--- config.mk ---
export PLATFORM = sky130hd
export DESIGN_NAME = newton_inverse_sqrt_root
export DESIGN_NICKNAME = d
export VERILOG_FILES = /design/src/hw/rtl/nis_pkg.sv /design/src/hw/rtl/nis_front.sv /design/src/hw/rtl/nis_queue.sv /design/src/hw/rtl/nis_mul.sv /design/src/hw/rtl/nis_engine.sv /design/src/hw/rtl/newton_inverse_sqrt_root.sv
export SDC_FILE = /design/constraint.sdc
export NUM_CORES = 2
export LEC_CHECK = 0
export BUFFER_PORTS_ARGS = -buffer_cell sky130_fd_sc_hd__buf_2
export CAP_MARGIN = 15
export CORE_MARGIN = 2
export CORE_UTILIZATION = 43
export DETAILED_ROUTE_END_ITERATION = 8
export GPL_TIMING_DRIVEN = 0
export SLEW_MARGIN = 10
export SYNTH_ARGS = -nofsm -noshare
export SYNTH_HDL_FRONTEND = slang
export SYNTH_SLANG_ARGS = --single-unit
--- constraint.sdc ---
create_clock -name clk -period 25.5 [get_ports clk]
set_input_delay 1.275 -clock clk [delete_from_list [all_inputs] [get_ports clk]]
set_output_delay 1.275 -clock clk [all_outputs]
set_load 0.03 [all_outputs]
--- src/hw/rtl/nis_pkg.sv ---
`default_nettype none

package nis_pkg;

  // register indexes on the configuration port
  localparam logic [1:0] CFG_GUESS  = 2'd0;
  localparam logic [1:0] CFG_THRESH = 2'd1;
  localparam logic [1:0] CFG_LIMIT  = 2'd2;

  // fixed widths of the configuration registers
  localparam int GUESS_CFG_W  = 31;
  localparam int THRESH_CFG_W = 28;
  localparam int LIMIT_CFG_W  = 8;

  // reset values of the configuration registers
  localparam logic [GUESS_CFG_W-1:0]  GUESS_RESET  = 31'd268435456;
  localparam logic [THRESH_CFG_W-1:0] THRESH_RESET = 28'd2684;
  localparam logic [LIMIT_CFG_W-1:0]  LIMIT_RESET  = 8'd64;

  // iterative multiplier chunk width
  localparam int MUL_CHUNK = 16;

  typedef struct packed {
    logic [GUESS_CFG_W-1:0]  initial_guess;
    logic [THRESH_CFG_W-1:0] error_threshold;
    logic [LIMIT_CFG_W-1:0]  iteration_limit;
  } cfg_t;

  // class of an operand as seen by the front end
  typedef enum logic {
    KIND_NORMAL,
    KIND_ZERO
  } kind_t;

  typedef struct packed {
    logic busy;
    logic done;
  } mul_stat_t;

  typedef enum logic [2:0] {
    S_IDLE,
    S_G2,
    S_XG2,
    S_CHECK,
    S_T,
    S_UPD,
    S_ROOT,
    S_OUT
  } eng_state_t;

endpackage

`default_nettype wire

--- src/hw/rtl/nis_front.sv ---
`default_nettype none

module nis_front #(
  parameter int VALUE_WIDTH = 24,
  parameter int GUESS_WIDTH = 32,
  parameter int SDW = 24,
  parameter int ITEM_W = 58
) (
  input  wire logic [SDW-1:0]   s_tdata,    // value
  input  wire logic             s_tvalid,
  output logic                  s_tready,
  input  wire logic             s_tlast,    // batch_end
  input  wire nis_pkg::cfg_t    cfg,
  input  wire logic             q_full,
  output logic                  q_push,
  output logic [ITEM_W-1:0]     q_item      // value, batch_end, start guess, kind
);
  import nis_pkg::*;

  localparam int VW = VALUE_WIDTH;
  localparam int GW = GUESS_WIDTH;
  localparam int SW = (GW > GUESS_CFG_W) ? GW : GUESS_CFG_W;

  logic [VW-1:0] value;
  logic [SW-1:0] guess_ext;
  logic [SW-1:0] gmax_ext;
  logic [GW-1:0] guess0;
  kind_t         kind;

  // take a request whenever the queue has room
  assign s_tready = !q_full;
  assign q_push   = s_tvalid && !q_full;

  // classify the operand
  assign value = s_tdata[VW-1:0];
  assign kind  = (value == '0) ? KIND_ZERO : KIND_NORMAL;

  // starting guess clipped to the positive guess range
  assign guess_ext = SW'(cfg.initial_guess);
  assign gmax_ext  = {{(SW-GW+1){1'b0}}, {(GW-1){1'b1}}};
  assign guess0    = (guess_ext > gmax_ext) ? gmax_ext[GW-1:0] : guess_ext[GW-1:0];

  assign q_item = {kind, guess0, s_tlast, value};

endmodule

`default_nettype wire

--- src/hw/rtl/nis_queue.sv ---
`default_nettype none

module nis_queue #(
  parameter int WIDTH = 58
) (
  input  wire logic             clk,
  input  wire logic             rst,
  input  wire logic             push,
  input  wire logic [WIDTH-1:0] push_data,
  output logic                  full,
  input  wire logic             pop,
  output logic                  avail,
  output logic [WIDTH-1:0]      pop_data
);

  // two entry ring between front and back
  logic [WIDTH-1:0] slots [2];
  logic             wr_ptr;
  logic             rd_ptr;
  logic [1:0]       count;
  logic             do_push;
  logic             do_pop;

  assign full     = (count == 2'd2);
  assign avail    = (count != 2'd0);
  assign pop_data = slots[rd_ptr];
  assign do_push  = push && !full;
  assign do_pop   = pop && avail;

  // pointers and fill count
  always_ff @(posedge clk) begin
    if (rst) begin
      wr_ptr <= 1'b0;
      rd_ptr <= 1'b0;
      count  <= 2'd0;
    end else begin
      if (do_push) begin
        wr_ptr <= !wr_ptr;
      end
      if (do_pop) begin
        rd_ptr <= !rd_ptr;
      end
      case ({do_push, do_pop})
        2'b10:   count <= count + 2'd1;
        2'b01:   count <= count - 2'd1;
        default: count <= count;
      endcase
    end
  end

  // entry storage
  always_ff @(posedge clk) begin
    if (do_push) begin
      slots[wr_ptr] <= push_data;
    end
  end

endmodule

`default_nettype wire

--- src/hw/rtl/nis_mul.sv ---
`default_nettype none

module nis_mul #(
  parameter int AW = 36,
  parameter int BW = 32
) (
  input  wire logic                 clk,
  input  wire logic                 rst,
  input  wire logic                 start,
  input  wire logic [AW-1:0]        a,
  input  wire logic [BW-1:0]        b,
  output nis_pkg::mul_stat_t        stat,
  output logic [AW+((BW+nis_pkg::MUL_CHUNK-1)/nis_pkg::MUL_CHUNK)*nis_pkg::MUL_CHUNK-1:0] prod
);
  import nis_pkg::*;

  localparam int CH  = MUL_CHUNK;
  localparam int NCH = (BW + CH - 1) / CH;
  localparam int BP  = NCH * CH;
  localparam int PW  = AW + BP;
  localparam int CNW = $clog2(NCH + 1);

  logic [AW-1:0]    a_r;
  logic [BP-1:0]    b_r;
  logic [PW-1:0]    acc;
  logic [CNW-1:0]   cnt;
  logic             busy;
  logic             done;
  logic [AW+CH-1:0] part;

  // one chunk of b per cycle, top chunk first
  assign part = a_r * b_r[BP-1 -: CH];

  always_ff @(posedge clk) begin
    if (rst) begin
      busy <= 1'b0;
      done <= 1'b0;
      cnt  <= '0;
    end else begin
      done <= busy && (cnt == CNW'(1));
      if (start && !busy) begin
        busy <= 1'b1;
        cnt  <= CNW'(NCH);
      end else if (busy) begin
        cnt <= cnt - CNW'(1);
        if (cnt == CNW'(1)) begin
          busy <= 1'b0;
        end
      end
    end
  end

  // operand and accumulator datapath
  always_ff @(posedge clk) begin
    if (start && !busy) begin
      a_r <= a;
      b_r <= BP'(b);
      acc <= '0;
    end else if (busy) begin
      acc <= (acc << CH) + PW'(part);
      b_r <= b_r << CH;
    end
  end

  assign stat.busy = busy;
  assign stat.done = done;
  assign prod      = acc;

endmodule

`default_nettype wire

--- src/hw/rtl/nis_engine.sv ---
`default_nettype none

module nis_engine #(
  parameter int VALUE_WIDTH = 24,
  parameter int GUESS_WIDTH = 32,
  parameter int ITEM_W = 58
) (
  input  wire logic                   clk,
  input  wire logic                   rst,
  input  wire nis_pkg::cfg_t          cfg,
  input  wire logic                   q_avail,
  input  wire logic [ITEM_W-1:0]      q_item,
  output logic                        q_pop,
  output logic                        out_valid,
  input  wire logic                   out_ready,
  output logic [VALUE_WIDTH-1:0]      out_root,
  output logic                        out_conv,
  output logic [7:0]                  out_steps,
  output logic                        out_last
);
  import nis_pkg::*;

  localparam int VW    = VALUE_WIDTH;
  localparam int GW    = GUESS_WIDTH;
  localparam int VFRAC = VW - 2;
  localparam int GFRAC = GW - 4;
  localparam int AW    = GW + 4;
  localparam int BW    = (GW > VW) ? GW : VW;
  localparam int BP    = ((BW + MUL_CHUNK - 1) / MUL_CHUNK) * MUL_CHUNK;
  localparam int PW    = AW + BP;
  localparam int NW    = GW + 9;
  localparam int CW    = (GW + 4 > THRESH_CFG_W) ? GW + 4 : THRESH_CFG_W;

  eng_state_t state;
  eng_state_t state_next;

  // working registers
  logic [VW-1:0]   x;
  logic            endf;
  logic [GW-1:0]   g;
  logic [GW+2:0]   g2;
  logic [GW+3:0]   xg2;
  logic [GW+6:0]   t;
  logic [7:0]      steps;
  logic [VW-1:0]   root;
  logic            conv;
  logic            mul_start;

  // control decoded from state
  logic            out_load;
  logic            start_next;

  // multiplier hookup
  logic [AW-1:0]   mul_a;
  logic [BW-1:0]   mul_b;
  logic [PW-1:0]   prod;
  mul_stat_t       mstat;

  // queue entry fields
  logic [VW-1:0]   item_value;
  logic            item_end;
  logic [GW-1:0]   item_guess;
  kind_t           item_kind;

  // combinational datapath
  logic [GW-1:0]   mag;
  logic            g_le_zero;
  logic [GW+3:0]   one_g;
  logic [GW+3:0]   err;
  logic [CW-1:0]   err_ext;
  logic [CW-1:0]   thr_ext;
  logic            err_ok;
  logic            zero_conv;
  logic            keep_going;
  logic signed [NW-1:0] g_ext;
  logic signed [NW-1:0] t_ext;
  logic signed [NW-1:0] st;
  logic signed [NW-1:0] num;
  logic signed [NW-1:0] num_adj;
  logic signed [NW-1:0] half;
  logic signed [NW-1:0] gmax_w;
  logic signed [NW-1:0] gmin_w;
  logic [GW-1:0]   g_new;
  logic [VW+2:0]   root_raw;
  logic [VW-1:0]   root_sat;

  assign item_value = q_item[VW-1:0];
  assign item_end   = q_item[VW];
  assign item_guess = q_item[VW+GW:VW+1];
  assign item_kind  = kind_t'(q_item[VW+GW+1]);

  // magnitude and sign of the guess
  assign mag       = g[GW-1] ? (~g + GW'(1)) : g;
  assign g_le_zero = g[GW-1] || (g == '0);

  // residual against threshold
  assign one_g      = (GW+4)'(1) << GFRAC;
  assign err        = (xg2 >= one_g) ? (xg2 - one_g) : (one_g - xg2);
  assign err_ext    = CW'(err);
  assign thr_ext    = CW'(cfg.error_threshold);
  assign err_ok     = (err_ext <= thr_ext);
  assign zero_conv  = (CW'(one_g) <= thr_ext);
  assign keep_going = !err_ok && (steps < cfg.iteration_limit);

  // newton update (3g - t)/2, truncated toward zero and clipped
  assign g_ext   = {{9{g[GW-1]}}, g};
  assign t_ext   = {2'b00, t};
  assign st      = g[GW-1] ? -t_ext : t_ext;
  assign num     = g_ext + (g_ext <<< 1) - st;
  assign num_adj = num + NW'(num[NW-1]);
  assign half    = num_adj >>> 1;
  assign gmax_w  = {{(NW-GW+1){1'b0}}, {(GW-1){1'b1}}};
  assign gmin_w  = ~gmax_w;
  always_comb begin
    if (half > gmax_w) begin
      g_new = gmax_w[GW-1:0];
    end else if (half < gmin_w) begin
      g_new = gmin_w[GW-1:0];
    end else begin
      g_new = half[GW-1:0];
    end
  end

  // root from product, clipped at full scale
  assign root_raw = prod[GFRAC +: VW+3];
  assign root_sat = (root_raw[VW+2:VW] != 3'b000) ? {VW{1'b1}} : root_raw[VW-1:0];

  // operand select for the shared multiplier
  always_comb begin
    case (state)
      S_G2: begin
        mul_a = AW'(mag);
        mul_b = BW'(mag);
      end
      S_XG2: begin
        mul_a = AW'(g2);
        mul_b = BW'(x);
      end
      S_T: begin
        mul_a = xg2;
        mul_b = BW'(mag);
      end
      S_ROOT: begin
        mul_a = AW'(mag);
        mul_b = BW'(x);
      end
      default: begin
        mul_a = '0;
        mul_b = '0;
      end
    endcase
  end

  nis_mul #(
    .AW (AW),
    .BW (BW)
  ) u_mul (
    .clk   (clk),
    .rst   (rst),
    .start (mul_start),
    .a     (mul_a),
    .b     (mul_b),
    .stat  (mstat),
    .prod  (prod)
  );

  // next state
  always_comb begin
    state_next = state;
    case (state)
      S_IDLE: begin
        if (q_avail) begin
          state_next = (item_kind == KIND_ZERO) ? S_OUT : S_G2;
        end
      end
      S_G2: begin
        if (mstat.done) begin
          state_next = S_XG2;
        end
      end
      S_XG2: begin
        if (mstat.done) begin
          state_next = S_CHECK;
        end
      end
      S_CHECK: begin
        if (keep_going) begin
          state_next = S_T;
        end else if (g_le_zero) begin
          state_next = S_OUT;
        end else begin
          state_next = S_ROOT;
        end
      end
      S_T: begin
        if (mstat.done) begin
          state_next = S_UPD;
        end
      end
      S_UPD: begin
        state_next = S_G2;
      end
      S_ROOT: begin
        if (mstat.done) begin
          state_next = S_OUT;
        end
      end
      S_OUT: begin
        if (!out_valid || out_ready) begin
          state_next = S_IDLE;
        end
      end
      default: begin
        state_next = S_IDLE;
      end
    endcase
  end

  // outputs of the sequencer
  always_comb begin
    q_pop      = 1'b0;
    out_load   = 1'b0;
    start_next = 1'b0;
    case (state)
      S_IDLE: begin
        q_pop = q_avail;
      end
      S_OUT: begin
        out_load = !out_valid || out_ready;
      end
      default: begin
        q_pop = 1'b0;
      end
    endcase
    case (state_next)
      S_G2, S_XG2, S_T, S_ROOT: begin
        start_next = (state_next != state);
      end
      default: begin
        start_next = 1'b0;
      end
    endcase
  end

  // state, multiplier kick and result slot
  always_ff @(posedge clk) begin
    if (rst) begin
      state     <= S_IDLE;
      mul_start <= 1'b0;
      out_valid <= 1'b0;
    end else begin
      state     <= state_next;
      mul_start <= start_next;
      if (out_load) begin
        out_valid <= 1'b1;
      end else if (out_ready) begin
        out_valid <= 1'b0;
      end
    end
  end

  // working datapath
  always_ff @(posedge clk) begin
    case (state)
      S_IDLE: begin
        if (q_avail) begin
          x    <= item_value;
          endf <= item_end;
          g    <= item_guess;
          root <= '0;
          if (item_kind == KIND_ZERO) begin
            conv  <= zero_conv;
            steps <= zero_conv ? 8'd0 : cfg.iteration_limit;
          end else begin
            conv  <= 1'b0;
            steps <= 8'd0;
          end
        end
      end
      S_G2: begin
        if (mstat.done) begin
          g2 <= prod[GFRAC +: GW+3];
        end
      end
      S_XG2: begin
        if (mstat.done) begin
          xg2 <= prod[VFRAC +: GW+4];
        end
      end
      S_CHECK: begin
        conv <= err_ok;
      end
      S_T: begin
        if (mstat.done) begin
          t <= prod[GFRAC +: GW+7];
        end
      end
      S_UPD: begin
        g     <= g_new;
        steps <= steps + 8'd1;
      end
      S_ROOT: begin
        if (mstat.done) begin
          root <= root_sat;
        end
      end
      default: begin
        root <= root;
      end
    endcase
    if (out_load) begin
      out_root  <= root;
      out_conv  <= conv;
      out_steps <= steps;
      out_last  <= endf;
    end
  end

`ifndef SYNTH
  a_start_idle: assert property (@(posedge clk) disable iff (rst)
    mul_start |-> !mstat.busy)
    else $error("multiplier started while busy");

  a_done_in_mul: assert property (@(posedge clk) disable iff (rst)
    mstat.done |-> (state == S_G2 || state == S_XG2 || state == S_T || state == S_ROOT))
    else $error("multiplier result with no consumer");

  a_step_count: assert property (@(posedge clk) disable iff (rst)
    (state == S_UPD) |=> (steps == $past(steps) + 8'd1) && (state == S_G2))
    else $error("step count not advanced on update");

  a_result_loaded: assert property (@(posedge clk) disable iff (rst)
    (state == S_OUT && (!out_valid || out_ready)) |=> out_valid && (state == S_IDLE))
    else $error("result not placed in output slot");
`endif

endmodule

`default_nettype wire

--- src/hw/rtl/newton_inverse_sqrt_root.sv ---
// work: a zero operand needs no multiply; otherwise 3*steps + 3 multiplies per item,
//   one multiply fewer when the final guess is not positive, each multiply taking
//   NCH = ceil(max(GUESS_WIDTH, VALUE_WIDTH) / 16) chunks, which is 2 at the default widths
// flow: the engine takes one item at a time through the shared chunked multiplier,
//   three multiplies per newton step, steps bounded by the iteration limit
// reset: synchronous, clears the queue, sequencer and result slot and loads register defaults
`default_nettype none

module newton_inverse_sqrt_root #(
  parameter int VALUE_WIDTH = 24,
  parameter int GUESS_WIDTH = 32
) (
  input  wire logic                                clk,
  input  wire logic                                rst,
  // configuration write port
  input  wire logic                                cfg_wen,
  input  wire logic [1:0]                          cfg_index,
  input  wire logic [nis_pkg::GUESS_CFG_W-1:0]     cfg_wdata,
  // operand stream
  input  wire logic                                s_tvalid,
  output logic                                     s_tready,
  input  wire logic [((VALUE_WIDTH+7)/8)*8-1:0]    s_tdata,   // value
  input  wire logic                                s_tlast,   // batch_end
  // result stream
  output logic                                     m_tvalid,
  input  wire logic                                m_tready,
  output logic [((VALUE_WIDTH+8+7)/8)*8-1:0]       m_tdata,   // root, steps_used
  output logic                                     m_tuser,   // converged
  output logic                                     m_tlast    // last
);
  import nis_pkg::*;

  localparam int VW     = VALUE_WIDTH;
  localparam int GW     = GUESS_WIDTH;
  localparam int SDW    = ((VW + 7) / 8) * 8;
  localparam int MDW    = ((VW + 8 + 7) / 8) * 8;
  localparam int ITEM_W = VW + GW + 2;

  cfg_t              cfg;
  logic              q_full;
  logic              q_push;
  logic [ITEM_W-1:0] q_in;
  logic              q_avail;
  logic              q_pop;
  logic [ITEM_W-1:0] q_out;
  logic [VW-1:0]     out_root;
  logic [7:0]        out_steps;

  // configuration registers
  always_ff @(posedge clk) begin
    if (rst) begin
      cfg.initial_guess   <= GUESS_RESET;
      cfg.error_threshold <= THRESH_RESET;
      cfg.iteration_limit <= LIMIT_RESET;
    end else if (cfg_wen) begin
      case (cfg_index)
        CFG_GUESS:  cfg.initial_guess   <= cfg_wdata;
        CFG_THRESH: cfg.error_threshold <= cfg_wdata[THRESH_CFG_W-1:0];
        CFG_LIMIT:  cfg.iteration_limit <= cfg_wdata[LIMIT_CFG_W-1:0];
        default:    cfg.iteration_limit <= cfg.iteration_limit;
      endcase
    end
  end

  // front: accept and classify
  nis_front #(
    .VALUE_WIDTH (VW),
    .GUESS_WIDTH (GW),
    .SDW         (SDW),
    .ITEM_W      (ITEM_W)
  ) u_front (
    .s_tdata  (s_tdata),
    .s_tvalid (s_tvalid),
    .s_tready (s_tready),
    .s_tlast  (s_tlast),
    .cfg      (cfg),
    .q_full   (q_full),
    .q_push   (q_push),
    .q_item   (q_in)
  );

  // queue between front and back
  nis_queue #(
    .WIDTH (ITEM_W)
  ) u_queue (
    .clk       (clk),
    .rst       (rst),
    .push      (q_push),
    .push_data (q_in),
    .full      (q_full),
    .pop       (q_pop),
    .avail     (q_avail),
    .pop_data  (q_out)
  );

  // back: newton iteration sequencer
  nis_engine #(
    .VALUE_WIDTH (VW),
    .GUESS_WIDTH (GW),
    .ITEM_W      (ITEM_W)
  ) u_engine (
    .clk       (clk),
    .rst       (rst),
    .cfg       (cfg),
    .q_avail   (q_avail),
    .q_item    (q_out),
    .q_pop     (q_pop),
    .out_valid (m_tvalid),
    .out_ready (m_tready),
    .out_root  (out_root),
    .out_conv  (m_tuser),
    .out_steps (out_steps),
    .out_last  (m_tlast)
  );

  assign m_tdata = MDW'({out_steps, out_root});

endmodule

`default_nettype wire
==> run_results.csv <==
group,metric,value,unit
outcome,run_status,"finished, final reports clean",
floorplanning,die-height,338,µm
timing,fmax,92.1,MHz
yosys,netlist_top_cells_area,"edfxtp_1, fa_1, ha_1, dfxtp_1, nand2_1",
yosys,ys_async_sr_fraction,0,%
timing,setup_repair_after_global_routing_missed_its_margin,"no",
placed_design,gpl.final_weighted_congestion,0.998,
setup_path,worstSetupEndpointType,"flop",
clock_network,number_of_buffers_inserted_during_clock_tree_synthesis,56,
clock_network,clock_sinks,564,
global_route,antenna_found_initial,2,
timing,timing.slew.headroom,21.9,%
clock_network,ctsLongestPathBuffers,3,
clock_network,cts_repair_resize_count,0,
timing,timing.final.crit_share,42.6,%
floorplanning,floorplan.initialDensity,43.4,%
worst_hold_path,holdPathStages,0,
route,routed_via_density,5.56,
clock_network,count_of_h_tree_levels_built_during_cts,2,
placed_design,placement.io_buffers,97,
final_layout,post_route_cells_drive_above_1_share,5.28,%
setup_path,cp_data_required_time,25.81,ns
setup_path,setup.reg_to_reg.worst_slack,14.64,ns
yosys,synth_fp_nets,5767,
global_route,grt_pass1_vias,36600,
route,postRouteAntennaNets,0,
clock_network,worstSkewPairLatency,0.67,ns
clock_network,ctsHoldBuffers,0,
route,post-route-drc-count,0,
global_route,grt_start_max_net_pins,40,
setup_path,crit_path_frequent_cell,"ha_1",
timing,tightest_slew,1.17,ns
clock_network,cts-root-buf,"clkbuf_16",
final_layout,fin_nets,5930,
timing,fin_tns_setup,0,ns
setup_path,cp-start-kind,"flop",
timing,setup_viol,0,
setup_path,worstSetupPathType,"flop to flop",
yosys,synth_top_flop_cell,"edfxtp_1",
yosys,synth_largest_area_cell,"edfxtp_1",
setup_path,worst_r2r_startpoint,"u_engine.g[0]",
route,wl,157,mm
route,dr.pass1.iters,6,
global_route,grt.overflow.total,0,
route,drt-initial-drc-count,3243,
run,maximum_capacitance_violations,0,
clock_network,post_cts_buffers,0,
clock_network,cts_tree,"done",
worst_hold_path,min_path_type,"flop to flop",
final_layout,mostFrequentLayoutCell,"nand2_1",
route,routed_wire_length_per_instance,23.7,µm
final_layout,layout-area-overhead-vs-synth,9.13,%
timing,finalHoldViolCount,0,
worst_hold_path,hold_path_startpoint,"u_engine.root[13]",
global_route,grt.total_usage,27.4,%
setup_path,worst-path-max-fanout,10,
final_layout,final_cells,6608,
setup_path,endpoint_arrival_time_on_the_critical_path,11.17,ns
route,route.vias.total,36700,
yosys,synth_area,48000,µm²
yosys,synth_enable_flop_cells,416,
setup_path,critPathMaxStageDelay,0.77,ns
setup_path,worstReg2RegEnd,"u_engine.g[23]",
clock_network,clkTransAtPathRegs,0.07,ns
yosys,synthesis.instances,4907,
setup_path,slowest_stage,"or4_1",
placed_design,dp_cells,6500,
final_layout,utilization,47.4,%
timing,clock_skew,0.0746,ns
yosys,synth-seq-area-share,32.2,%
floorplanning,core_area,111000,µm²
yosys,number_of_storage_elements_in_the_synthesis_netlist,564,
yosys,synth_warnings,0,
timing,timing.hold.ws,0.417,ns
floorplanning,rows,122,
worst_hold_path,min_to,"u_engine.out_root[13]",
floorplanning,die-area,114000,µm²
floorplanning,top_level_ports,99,
global_route,wire_length_of_the_first_global_routing_pass,236,mm
timing,minimum_period_implied_by_the_final_worst_setup_slack,10.86,ns
setup_path,r2r_cells,32,
yosys,synth.lib_cells_used.distinct,96,
placed_design,place.detailed.hpwl,126,mm
final_layout,layout.cells.most_common_list,"nand2_1, inv_1, fa_1",
yosys,post_synth.cell_area_avg,9.79,µm²
yosys,synth_top_area_share,26.0,%
timing,finalMaxSlewViolations,0,
floorplanning,die_w,338,µm
flip-flops by register name, summed over array words and instances (netlist names), 3 cells and up, named ones only:
signal               count
u_engine.t              39
u_engine.xg2            36
u_engine.u_mul.a_r      36
u_engine.out_root       24
u_queue.slots          114
cfg                     67
u_engine.steps           8
u_engine.state           3
u_engine.g              32
u_engine.x              24
u_engine.out_steps       8
u_engine.u_mul.b_r      32
u_engine.u_mul.prod     67
u_engine.root           24
u_engine.g2             35
layout make-up:
| cell class | instances | area, µm² |
|---|---|---|
| clock buffer | 76 | 1530 |
| multi-input combinational | 3414 | 29100 |
| tap | 1488 | 1860 |
| buffer | 265 | 1020 |
| clock inverter | 29 | 299 |
| antenna | 3 | 7.51 |
| timing repair buffer | 105 | 661 |
| inverter | 664 | 2490 |
| sequential | 564 | 15500 |
| fill | 10500 | 58300 |
cell families (layout without fill, tap and decap cells):
| group | after synthesis | after routing | share of synthesized area (%) |
|---|---|---|---|
| compound gates | 857 | 857 | 11.6 |
| xor+xnor | 251 | 251 | 4.59 |
| fa+ha+maj | 797 | 797 | 28.8 |
| buf+inv | 929 | 1139 | 7.30 |
| flops | 564 | 564 | 32.2 |
| mux | 60 | 60 | 1.32 |
| other cells | 0 | 3 | 0 |
| simple gates | 1449 | 1449 | 14.2 |
metrics by stage:
step	instance area (µm²)	setup slack (ns)
2_1_floorplan	48000	17.43
4_1_cts	52400	14.78
3_3_place_gp	50400	14.78
6_report	52400	14.64
3_5_place_dp	50600	14.82
5_1_grt	52400	14.22
metal layers:
| layer | up-vias | track usage (%) | share of wire [%] |
|---|---|---|---|
| met5 | - | 0 | 0 |
| met1 | 18200 | 37.2 | 42 |
| li1 | 16600 | - | - |
| met4 | 0 | 11.1 | 4.9 |
| met2 | 1533 | 44.2 | 46 |
| met3 | 324 | 3.72 | 7.6 |
worst max-delay path, delay by kind of cell, from the launching register on:
family	cells	cell delay, ns
AOI/OAI and AO/OA	15	4.55
and+or+nand+nor	11	3.59
adders and majority gates	4	1.37
DFF	1	0.57
buffers and inverters	1	0.30
xor gates and xnor gates	1	0.15
how the worst max path moves through the flow:
stage	start	cells after the start	endpoint
floorplan	u_engine.g[1]	33	u_engine.g[14]
global placement	u_engine.g[0]	32	u_engine.g[23]
detailed placement	u_engine.g[0]	32	u_engine.g[23]
CTS	u_engine.g[0]	32	u_engine.g[23]
global route	u_engine.g[0]	32	u_engine.g[23]
finish	u_engine.g[0]	32	u_engine.g[23]
Yosys cell counts (35+ instances only):
library cell,n
inv_1,664
nand4_1,36
clkbuf_1,248
o21ai_0,164
xor2_1,110
edfxtp_1,416
nor2_1,192
a21o_1,81
nor2b_1,35
a21oi_1,233
ha_1,285
nor3_1,57
fa_1,512
dfxtp_1,148
nand2_1,722
o21a_1,45
o22ai_1,61
a211oi_1,50
and2_1,175
nand3_1,50
xnor2_1,140
Power is left out: the tool's default activity adds up to more than one toggle a clock period on the data nets, which glitch-free logic cannot reach.
